[src/ts_packet_redundancy_selector_macros.svh]
// Assertion macros shared by the redundancy selector RTL.
// No dependencies; taken in by `include where assertions are written.
`ifndef TS_PACKET_REDUNDANCY_SELECTOR_MACROS_SVH
`define TS_PACKET_REDUNDANCY_SELECTOR_MACROS_SVH

// Same-cycle implication, checked out of reset.
`define TPRS_ASSERT_NOW(name, clk, rst_n, ante, cons) \
  name: assert property (@(posedge clk) disable iff (!rst_n) (ante) |-> (cons)) \
    else $error("tprs: same-cycle check failed");

// Next-cycle implication, checked out of reset.
`define TPRS_ASSERT_NEXT(name, clk, rst_n, ante, cons) \
  name: assert property (@(posedge clk) disable iff (!rst_n) (ante) |=> (cons)) \
    else $error("tprs: next-cycle check failed");

`endif

[src/tprs_pkg.sv]
// Types, constants and header helpers for the redundancy selector.
// No dependencies; used by every module of the block.
`default_nettype none

package tprs_pkg;

  localparam int unsigned MAX_INPUTS = 4;
  localparam int unsigned PID_W      = 13;
  localparam int unsigned CC_W       = 4;
  localparam int unsigned OUT_DEPTH  = 4;
  localparam int unsigned PTR_W      = $clog2(OUT_DEPTH);
  localparam int unsigned CNT_W      = $clog2(OUT_DEPTH + 1);

  localparam logic [7:0]       SYNC_BYTE = 8'h47;
  localparam logic [PID_W-1:0] NULL_PID  = 13'h1FFF;

  typedef enum logic [1:0] {
    SCORE_BAD_SYNC = 2'd0,
    SCORE_TEI      = 2'd1,
    SCORE_CC_ERR   = 2'd2,
    SCORE_CLEAN    = 2'd3
  } score_e;

  typedef struct packed {
    logic [31:0] header_in0;
    logic [31:0] header_in1;
    logic [31:0] header_in2;
    logic [31:0] header_in3;
    logic [3:0]  alive_mask;
  } in_beat_t;

  typedef struct packed {
    logic [1:0] selected_input;
    logic [1:0] selected_score;
    logic       recovered;
    logic       out_tei;
    logic       out_cc_error;
    logic [3:0] tei_mask;
    logic [3:0] cc_error_mask;
  } out_beat_t;

  // Continuity table entry: valid flag plus last CC seen.
  typedef struct packed {
    logic            valid;
    logic [CC_W-1:0] cc;
  } cc_entry_t;

  // Clearing sweep after reset, broadcast to all tables.
  typedef struct packed {
    logic             active;
    logic [PID_W-1:0] addr;
  } clr_t;

  // What one lane reports to the merge stage.
  typedef struct packed {
    logic        alive;
    score_e      score;
    logic [31:0] hdr;
  } lane_res_t;

  function automatic logic hdr_sync(logic [31:0] h);
    return h[31:24] == SYNC_BYTE;
  endfunction

  function automatic logic hdr_tei(logic [31:0] h);
    return h[23];
  endfunction

  function automatic logic [PID_W-1:0] hdr_pid(logic [31:0] h);
    return h[20:8];
  endfunction

  function automatic logic [CC_W-1:0] hdr_cc(logic [31:0] h);
    return h[3:0];
  endfunction

  // PID is tracked: not the null PID and payload present.
  function automatic logic hdr_tracked(logic [31:0] h);
    return (h[20:8] != NULL_PID) && h[4];
  endfunction

  // Packet breaks continuity against a table entry (duplicate allowed).
  function automatic logic cc_breaks(logic [31:0] h, cc_entry_t e);
    logic [CC_W-1:0] nxt;
    nxt = e.cc + 4'd1;
    return hdr_tracked(h) && e.valid && (hdr_cc(h) != nxt) && (hdr_cc(h) != e.cc);
  endfunction

endpackage

`default_nettype wire

[src/tprs_fifo.sv]
// Small result queue that decouples the output side from the pipeline.
// Depends on tprs_pkg and the assertion macro header.
`default_nettype none
`include "ts_packet_redundancy_selector_macros.svh"

module tprs_fifo (
  input  wire logic                clk_i,
  input  wire logic                rst_ni,
  input  wire logic                push_i,
  input  wire tprs_pkg::out_beat_t data_i,
  input  wire logic                pop_i,
  output logic                     valid_o,
  output tprs_pkg::out_beat_t      data_o
);

  tprs_pkg::out_beat_t            mem_q [tprs_pkg::OUT_DEPTH];
  logic [tprs_pkg::PTR_W-1:0]     wr_q;
  logic [tprs_pkg::PTR_W-1:0]     rd_q;
  logic [tprs_pkg::CNT_W-1:0]     cnt_q;
  logic                           pop;

  assign valid_o = cnt_q != '0;
  assign data_o  = mem_q[rd_q];
  assign pop     = pop_i && valid_o;

  always_ff @(posedge clk_i or negedge rst_ni) begin
    if (!rst_ni) begin
      wr_q  <= '0;
      rd_q  <= '0;
      cnt_q <= '0;
    end else begin
      if (push_i) wr_q <= wr_q + 1'b1;
      if (pop)    rd_q <= rd_q + 1'b1;
      cnt_q <= cnt_q + tprs_pkg::CNT_W'(push_i) - tprs_pkg::CNT_W'(pop);
    end
  end

  always_ff @(posedge clk_i) begin
    if (push_i) mem_q[wr_q] <= data_i;
  end

  // Upstream credit keeps the queue from overflowing.
  `TPRS_ASSERT_NOW(a_no_overflow, clk_i, rst_ni, push_i && !pop, cnt_q != tprs_pkg::CNT_W'(tprs_pkg::OUT_DEPTH))

endmodule

`default_nettype wire

[config.mk]
export PLATFORM = sky130hd
export DESIGN_NAME = tprs_fifo
export DESIGN_NICKNAME = d
export VERILOG_FILES = /design/src/tprs_pkg.sv /design/src/tprs_fifo.sv
export VERILOG_INCLUDE_DIRS = /design/src /design/src/src
export SDC_FILE = /design/constraint.sdc
export NUM_CORES = 1
export LEC_CHECK = 0
export BUFFER_PORTS_ARGS = -buffer_cell sky130_fd_sc_hd__buf_2
export CORE_MARGIN = 2
export CORE_UTILIZATION = 45
export CTS_CLUSTER_DIAMETER = 120
export DETAILED_ROUTE_END_ITERATION = 10
export PLACE_DENSITY_LB_ADDON = 0.1
export SYNTH_ARGS = -nofsm -noshare
export SYNTH_HDL_FRONTEND = slang
export SYNTH_SLANG_ARGS = --single-unit
[constraint.sdc]
create_clock -name clk_i -period 3.8 [get_ports clk_i]
set_input_delay 0.76 -clock clk_i [delete_from_list [all_inputs] [get_ports clk_i]]
set_output_delay 0.76 -clock clk_i [all_outputs]
set_load 0.01 [all_outputs]
* After elaboration in Yosys (flattened, before gate mapping) *
Memories as Yosys holds them, arrays and structs flattened.
Index checks and enable logic that the tools add are counted.

word-level totals
  output and inout port bits = 16
  RAM bits = 60
  register bits = 7
  input port bits = 19
  memories kept = 1
  logic and storage cells = 12

operators by class
  mux-type cells = 2
  $add $sub $neg = 4
  reduce and logical (&&, ||, !) cells = 2

memory list
  name   depth  width  read ports  clocked after Yosys merged registers in  write ports  RTL line         text
  mem_q  4      15     1           0                                        1            tprs_fifo.sv:16  tprs_pkg::out_beat_t mem_q [tprs_pkg::OUT_DEPTH];

operator list
  cell                                                            count
  2-bit by 1-bit adder with 2-bit output (second input constant)  2
  3-bit by 1-bit adder with 3-bit output                          1
  3-bit nonzero test                                              1
  3-bit by 1-bit subtractor with 3-bit output                     1
  1-bit two-way mux                                               2
  1-bit logical AND                                               1

* Logic depth before layout (Yosys ltp) *
Gate-level depths: netlist of the first run.

  depth in word-level cells = 3
  gate-level depth with buffers = 7
  depth with buffers taken out = 7

* Least setup slack after synthesis of the first run *
Ideal clock, no wire load.

  kind = input to register
  start point = input port pop_i
  end point = register cnt_q[2] in the netlist's numbering
  required time = 3.677 ns
  data arrival time = 1.966 ns
  stages = 7
  path buffers = 0
  slack = 1.712 ns
  library setup time = 0.123 ns
  path through = o31a_1 > ha_1 > inv_1 > ha_1 > fa_1 > xnor2_1 > xnor2_1

on the way
  cells in the longest elaborated chain, start to end = 2

RTL lines
  what                                         RTL line         text
  from (decl)                                  tprs_fifo.sv:11  input wire logic pop_i,
  1-bit logical AND                            tprs_fifo.sv:24  assign pop = pop_i && valid_o;
  3-bit by 1-bit subtractor with 3-bit output  tprs_fifo.sv:34  cnt_q <= cnt_q + tprs_pkg::CNT_W'(push_i) - tprs_pkg::CNT_W'(pop);
  to (signal assigned)                         tprs_fifo.sv:34
  to (decl)                                    tprs_fifo.sv:19  logic [tprs_pkg::CNT_W-1:0] cnt_q;

No other way between the ends.
A chain may end at the register's enable or synchronous reset.

==> impl_metrics.tcl, run 1 <==
set metrics [dict create \
    cts.clk_slew.worst_paths_ns 0.07 \
    maxCapViolCount 0 \
    viasPerCell 5.082 \
    io_pins 35 \
    yosysUniqueCellTypes 18 \
    drt_pass1_iterations 4 \
    ys.warnings.count 0 \
    wl_um 4020 \
    yosysTopAreaCell "edfxtp_1" \
    setup_viol 0 \
    rsz0062_at_grt "false" \
    finalHoldViolCount 0 \
    synth_nets 139 \
    hpwl_um 2580 \
    fin_crit_sh 0.7299 \
    path_class "flip-flop to output pin" \
    totalNegativeSetupSlack_ns 0 \
    ir_drop_mv 0.4022 \
    design_area_um2 2980 \
    cts_hold_buf 0 \
    clockPowerShare 0.217 \
    p_leak_uw 0.001091 \
    ant_nets 0 \
    cp_max_fo 9 \
    gp_congestion 0.6879 \
    drive_above_1_share 0.3375 \
    grt_pass1_vias 1276 \
    yosysTopAreaCellShare 0.6926 \
    start_util 0.4695 \
    grt-ovfl-total 0 \
    synth_area_um2 2601 \
    grt_max_degree 17 \
    comb_power_share 0.279 \
    postCtsSetupBuffers 0 \
    fmax_mhz 360.5 \
    grt_usage 0.1459 \
    crit_path_max_incr_delay_ns 0.64 \
    fin_nets 181 \
    insertedDiodeCount 0 \
    area_growth_pct 14.57 \
    drv_slew 0 \
    synth_area_per_cell_um2 23.02 \
    p_int_uw 1519 \
    drt_iter0_markers 77 \
    coreArea_um2 5540 \
    cts_resized 0 \
    htreeDepth 3 \
    ys_seq_elements 67 \
    avgRoutedWirePerCell_um 17.33 \
    sequentialPowerShare 0.504 \
    tightest_slew_ns 0.8492 \
    die_x_um 80.03 \
    placed_area_um2 2828 \
    cp.arrival_ns 2.01 \
    endpoint_kind "output pin" \
    synth_seq_area_share 0.7600 \
    path_delay_family "flip-flops" \
    clk_path_buf_depth 2 \
    skew_ns 0.007989 \
    crit_buf_inv 2 \
    netlist_top_cells_area "edfxtp_1 69%, mux4_1 7.1%, mux4_2 6.9%, dfrtp_1 6.7%, ha_1 2.9%" \
    p_sw_uw 632.5 \
    antenna_found_initial 0 \
    cts_tree "done" \
    num_rows 27 \
    die_height_um 80.03 \
    min_period_ns 2.774 \
    p_per_area_nw_per_um2 721.9 \
    status "completed" \
    cts_inserted_buffers 9 \
    grt_pass1_wl_um 6417 \
    startpoint_type "flip-flop" \
    post-route-drc-count 0 \
    num-fill-cells 470 \
    swShare 0.2940 \
    synth_cells 113 \
    relSlewSlack 0.4339 \
    min_path_type "input port to asynchronous set/reset pin" \
    num_vias 1179 \
    clkSinkCount 67 \
    clockRootBuffer "clkbuf_8" \
    cp_cell_sequence "buf_4 > mux4_1 > buf_2" \
    dieArea_um2 6405 \
    clk_latency_ns 0.33 \
    crit_required_ns 3.04 \
    cp_slowest_cell "dfrtp_1" \
    io_buffer_count 34 \
]
stage by stage:
| stage | hold WS (ns) | power [uW] | instances | setup WS, ns | util |
|---|---|---|---|---|---|
| 3_5_place_dp | 0.5447 | 1721 | 216 | 1.348 | 0.5104 |
| 5_1_grt | 0.2462 | 2281 | 232 | 0.9012 | 0.5379 |
| 4_1_cts | 0.2380 | 2188 | 232 | 0.9824 | 0.5379 |
| 3_3_place_gp | 0.5081 | 1697 | 216 | 1.377 | 0.5104 |
| 6_report | 0.2502 | 2152 | 232 | 1.026 | 0.5379 |
| 2_1_floorplan | 0.4644 | 1526 | 113 | 1.712 | - |
routing by layer:
layer,vias to the layer above,global-route usage,routed length [um]
met4,0,0.09661,120
met2,31,0.2358,2035
met3,10,0.03394,181
met1,593,0.1743,1683
met5,-,0,0
li1,545,-,-
final timing paths:
check,from,end,slack (ns),cells after the start
worst max register to register,cnt_q[1],cnt_q[2],1.80,7
worst max-delay path,rd_q[0],data_o[5],1.03,3
max in group asynchronous,rst_ni,wr_q[0],3.39,1
worst min register to register,wr_q[0],wr_q[0],0.55,1
worst min-delay path,rst_ni,wr_q[1],0.25,1
min in group clk_i,wr_q[0],wr_q[0],0.55,1
worst reg2reg max path: stages, from the launching register on:
cell and delay, ns:
dfrtp_1 0.40, o31a_1 0.34, ha_1 0.28, inv_1 0.04, ha_1 0.18, fa_1 0.38
xnor2_1 0.17, xnor2_1 0.13
state kept, by name, summed over array words and instances (netlist names):
register / count
rd_q: 2
cnt_q: 3
wr_q: 2
mem_q: 60
cell families (layout without fill, tap and decap cells):
kind of cell / count (synthesis) / in the layout / share of synthesized area
AO/OA/AOI/OAI: 3 / 3 / 0.008657
XOR/XNOR: 5 / 5 / 0.01684
multiplexers: 15 / 15 / 0.1400
flip-flops: 67 / 67 / 0.7600
adder cells (fa/ha/maj): 7 / 7 / 0.03656
buffers and inverters: 10 / 57 / 0.02453
AND/OR/NAND/NOR: 6 / 6 / 0.01347
cells in the mapped netlist:
cell type,number
edfxtp_1,60
mux4_2,8
dfrtp_1,7
mux4_1,7
ha_1,6
inv_1,6
and2_1,4
xnor2_1,3
buf_2,2
xor2_1,2
buf_12,1
buf_6,1
fa_1,1
nand2_1,1
o21ai_0,1
o311ai_0,1
o31a_1,1
or3_1,1
cells in the final DEF, fill, tap and decap left out:
cell type / netlist / final
ha_1: 6 / 6
fa_1: 1 / 1
o311ai_0: 1 / 1
o31a_1: 1 / 1
xnor2_1: 3 / 3
dfrtp_1: 7 / 7
buf_4: 0 / 1
mux4_1: 7 / 7
mux4_2: 8 / 8
clkinv_1: 0 / 2
o21ai_0: 1 / 1
clkbuf_8: 0 / 9
buf_2: 2 / 34
clkbuf_1: 0 / 3
xor2_1: 2 / 2
and2_1: 4 / 4
edfxtp_1: 60 / 60
clkinv_2: 0 / 2
inv_1: 6 / 6
nand2_1: 1 / 1
or3_1: 1 / 1
area by class of cell:
class	count	area [um2]	share of cell area
clock buffers	12	135.1	0.04534
clock inverters	4	17.52	0.005877
inverters	6	22.52	0.007557
multi-input cells	36	560.5	0.1881
flip-flops and latches	67	1977	0.6633
well taps	72	90.09	0.03023
repair buffers	35	177.7	0.05961
power groups by stage:
stage	registers [uW]	logic [uW]	clock network [uW]
6_report	1080	600	467
5_1_grt	1110	662	513
3_3_place_gp	1100	599	0
4_1_cts	1090	617	482
3_5_place_dp	1100	617	0
2_1_floorplan	1030	497	0
(Power assumes the default switching activity.)
==> run 2: changes to the inputs <==
- ABC_AREA: not set -> 1
- clock period: 3.8 -> 2.65 ns (I/O delays scaled with it)
==> run 2 against run 1 <==
Compared with the run above:
- area after synthesis increased by 7.4%
- combinational power increased by 100%
- utilization shrank 0.73 points
- via count grew 41%
- hold slack got worse by 0.22 ns
- non-clock buffer count grew 2
- sequential share of layout area decreased by 3.8 points
- final area up 6.0%
- highest routed layer unchanged
- critical path type unchanged
==> impl_metrics.tcl, run 2 <==
set metrics [dict create \
    synth_seq_area_share 0.7076 \
    totalNegativeSetupSlack_ns 0 \
    setup_viol 0 \
    ys.warnings.count 0 \
    area_growth_pct 13.12 \
    yosysUniqueCellTypes 15 \
    grt-ovfl-total 0 \
    largest_register "mem_q" \
    drt_pass1_iterations 4 \
    avgRoutedWirePerCell_um 12.77 \
    clk_path_buf_depth 2 \
    finalWorstSetupSlack_ns 0.5674 \
    endpoint_kind "output pin" \
    num_vias 1661 \
    multi_input_area_um2 631.9 \
    largest_reg_flops 60 \
    drv_slew 0 \
    insertedDiodeCount 0 \
    ys_seq_elements 67 \
    final_common_cell "nand2_1" \
    cp_num_cells 4 \
    pre_cts_ws_ns 0.6312 \
    design_area_um2 3161 \
    grt_pass1_vias 1557 \
    num-fill-cells 551 \
    reg2reg_depth 11 \
    final_cell_mix "61 x nand2_1, 60 x edfxtp_1, 34 x buf_2" \
    cp.arrival_ns 1.55 \
    grt_usage 0.1548 \
    startpoint_type "flip-flop" \
    postCtsSetupBuffers 0 \
    clkSinkCount 67 \
    skew_ns 0.003423 \
    status "completed" \
    hpwl_um 2754 \
    wl_um 4596 \
    crit_path_max_incr_delay_ns 0.44 \
    drt_iter0_markers 70 \
    path_delay_family "buffers and inverters" \
    synth_area_um2 2794 \
    min_period_ns 2.083 \
    cts_tree "done" \
    coreArea_um2 5956 \
    finalHoldViolCount 0 \
    grt_max_degree 32 \
    path_class "flip-flop to output pin" \
    viasPerCell 4.614 \
    synthAdderAreaFrac 0.03403 \
    rsz0062_at_grt "false" \
    maxCapViolCount 0 \
    num_rows 28 \
    antenna_found_initial 0 \
    synth_nets 268 \
    cts_inserted_buffers 9 \
    synth-async-reset-ratio 0.1045 \
    endpoint "data_o[14]" \
    p_total_uw 3342 \
    r2r-end "cnt_q[2]" \
    r2r_start "cnt_q[1]" \
    io_pins 35 \
    cp_max_fo 16 \
    p_leak_uw 0.001369 \
    ant_nets 0 \
    dieArea_um2 6855 \
    cp_slowest_cell "inv_1" \
    synth-compound-area-share 0.05553 \
    cts_hold_buf 0 \
    cp_cell_sequence "inv_1 > o21ai_0 > nand2_1 > buf_2" \
    synth_common_cells "61 x nand2_1, 60 x edfxtp_1, 31 x nor2_1, 30 x inv_1, 17 x o21ai_0" \
    synth.area.mux_share 0 \
    clockRootBuffer "clkbuf_8" \
    fin_nets 306 \
    critPathLaunch "rd_q[0]" \
    clk_latency_ns 0.32 \
    grt_pass1_wl_um 7431 \
    yosys.area_share.simple 0.1272 \
    p_per_area_nw_per_um2 1057 \
    synthXorXnorAreaFrac 0.009404 \
    start_util 0.4691 \
    tightest_slew_ns 0.7467 \
    min_path_type "input port to asynchronous set/reset pin" \
    htreeDepth 3 \
    crit_required_ns 2.12 \
    fin_crit_sh 0.7859 \
    yosysTopAreaCellShare 0.6449 \
    regArea_um2 1977 \
    reg2reg_slack_ns 0.64 \
    drive_above_1_share 0.1684 \
    dominantRegCellSynth "edfxtp_1" \
    post-route-drc-count 0 \
    synth_cells 242 \
    relSlewSlack 0.5017 \
    io_buffer_count 34 \
    die_height_um 82.80 \
    fmax_mhz 480.2 \
    gp_congestion 0.7073 \
    crit_buf_inv 2 \
    synth_edf_count 60 \
    cts_resized 0 \
    synth_area_per_cell_um2 11.55 \
    die_x_um 82.80 \
    synth_top_family_by_area "simple AND/OR/NAND/NOR gates" \
    top_regs "mem_q: 60 flops, cnt_q: 3 flops" \
    ir_drop_mv 0.5042 \
    placed_area_um2 3008 \
    synth.most_common_cell "nand2_1" \
    cts.clk_slew.worst_paths_ns 0.06 \
    netlist_top_cells_area "edfxtp_1 64%, nand2_1 8.2%, dfrtp_1 6.3%, nor2_1 4.2%, inv_1 4.0%" \
    yosysTopAreaCell "edfxtp_1" \
]
run 2: layout make-up:
cell class,instances,area share
tap,75,0.02969
clock inverter,4,0.005542
sequential,67,0.6255
inverter,30,0.03563
timing repair buffer,37,0.06097
clock buffer,12,0.04276
multi-input combinational,135,0.1999
run 2: worst reg2reg max path, stage by stage (launching register included):
cell,delay [ns]
dfrtp_1,0.39
nor2_1,0.11
nand2_1,0.11
nand2_1,0.09
inv_1,0.04
ha_1,0.26
inv_1,0.04
ha_1,0.18
fa_1,0.41
xor2_1,0.16
nand2_1,0.06
nand2_1,0.04
run 2: how the worst min path moves through the flow:
stage | from | end | slack [ns] | depth (start not counted)
2_1_floorplan | rst_ni | cnt_q[0] | 0.23 | 0
3_3_place_gp | rst_ni | wr_q[1] | 0.38 | 1
3_5_place_dp | rst_ni | wr_q[1] | 0.38 | 1
4_1_cts | rst_ni | wr_q[1] | 0.02 | 1
5_1_grt | rst_ni | wr_q[1] | 0.02 | 1
6_report | rst_ni | wr_q[1] | 0.03 | 1
run 2: per-layer routing:
layer,up-vias,share of wire,global-route usage
met3,8,0.042,0.03680
met5,-,0,0
met1,759,0.45,0.1779
met2,31,0.49,0.2621
met4,0,0.025,0.09344
li1,863,-,-
run 2: per-stage QoR:
| step | hold slack, ns | utilization | instances |
|---|---|---|---|
| 6_report | 0.03360 | 0.5307 | 360 |
| 5_1_grt | 0.01795 | 0.5307 | 360 |
| 4_1_cts | 0.02067 | 0.5307 | 360 |
| 3_5_place_dp | 0.3789 | 0.5050 | 344 |
| 3_3_place_gp | 0.3800 | 0.5050 | 344 |
| 2_1_floorplan | 0.2344 | - | 242 |
run 2: kinds of logic (layout without fill, tap and decap cells):
kind of cell	after synthesis	count (layout)
simple gates	94	94
flops	67	67
buf+inv	40	83
compound gates	31	31
fa+ha+maj	7	7
xor+xnor	3	3
run 2: where the power goes:
part | switching (uW) | total (uW) | internal, uW
Clock | 335 | 666 | 331
Combinational | 782 | 1200 | 417
Sequential | 73.5 | 1480 | 1400
Total | 1190 | 3340 | 2150
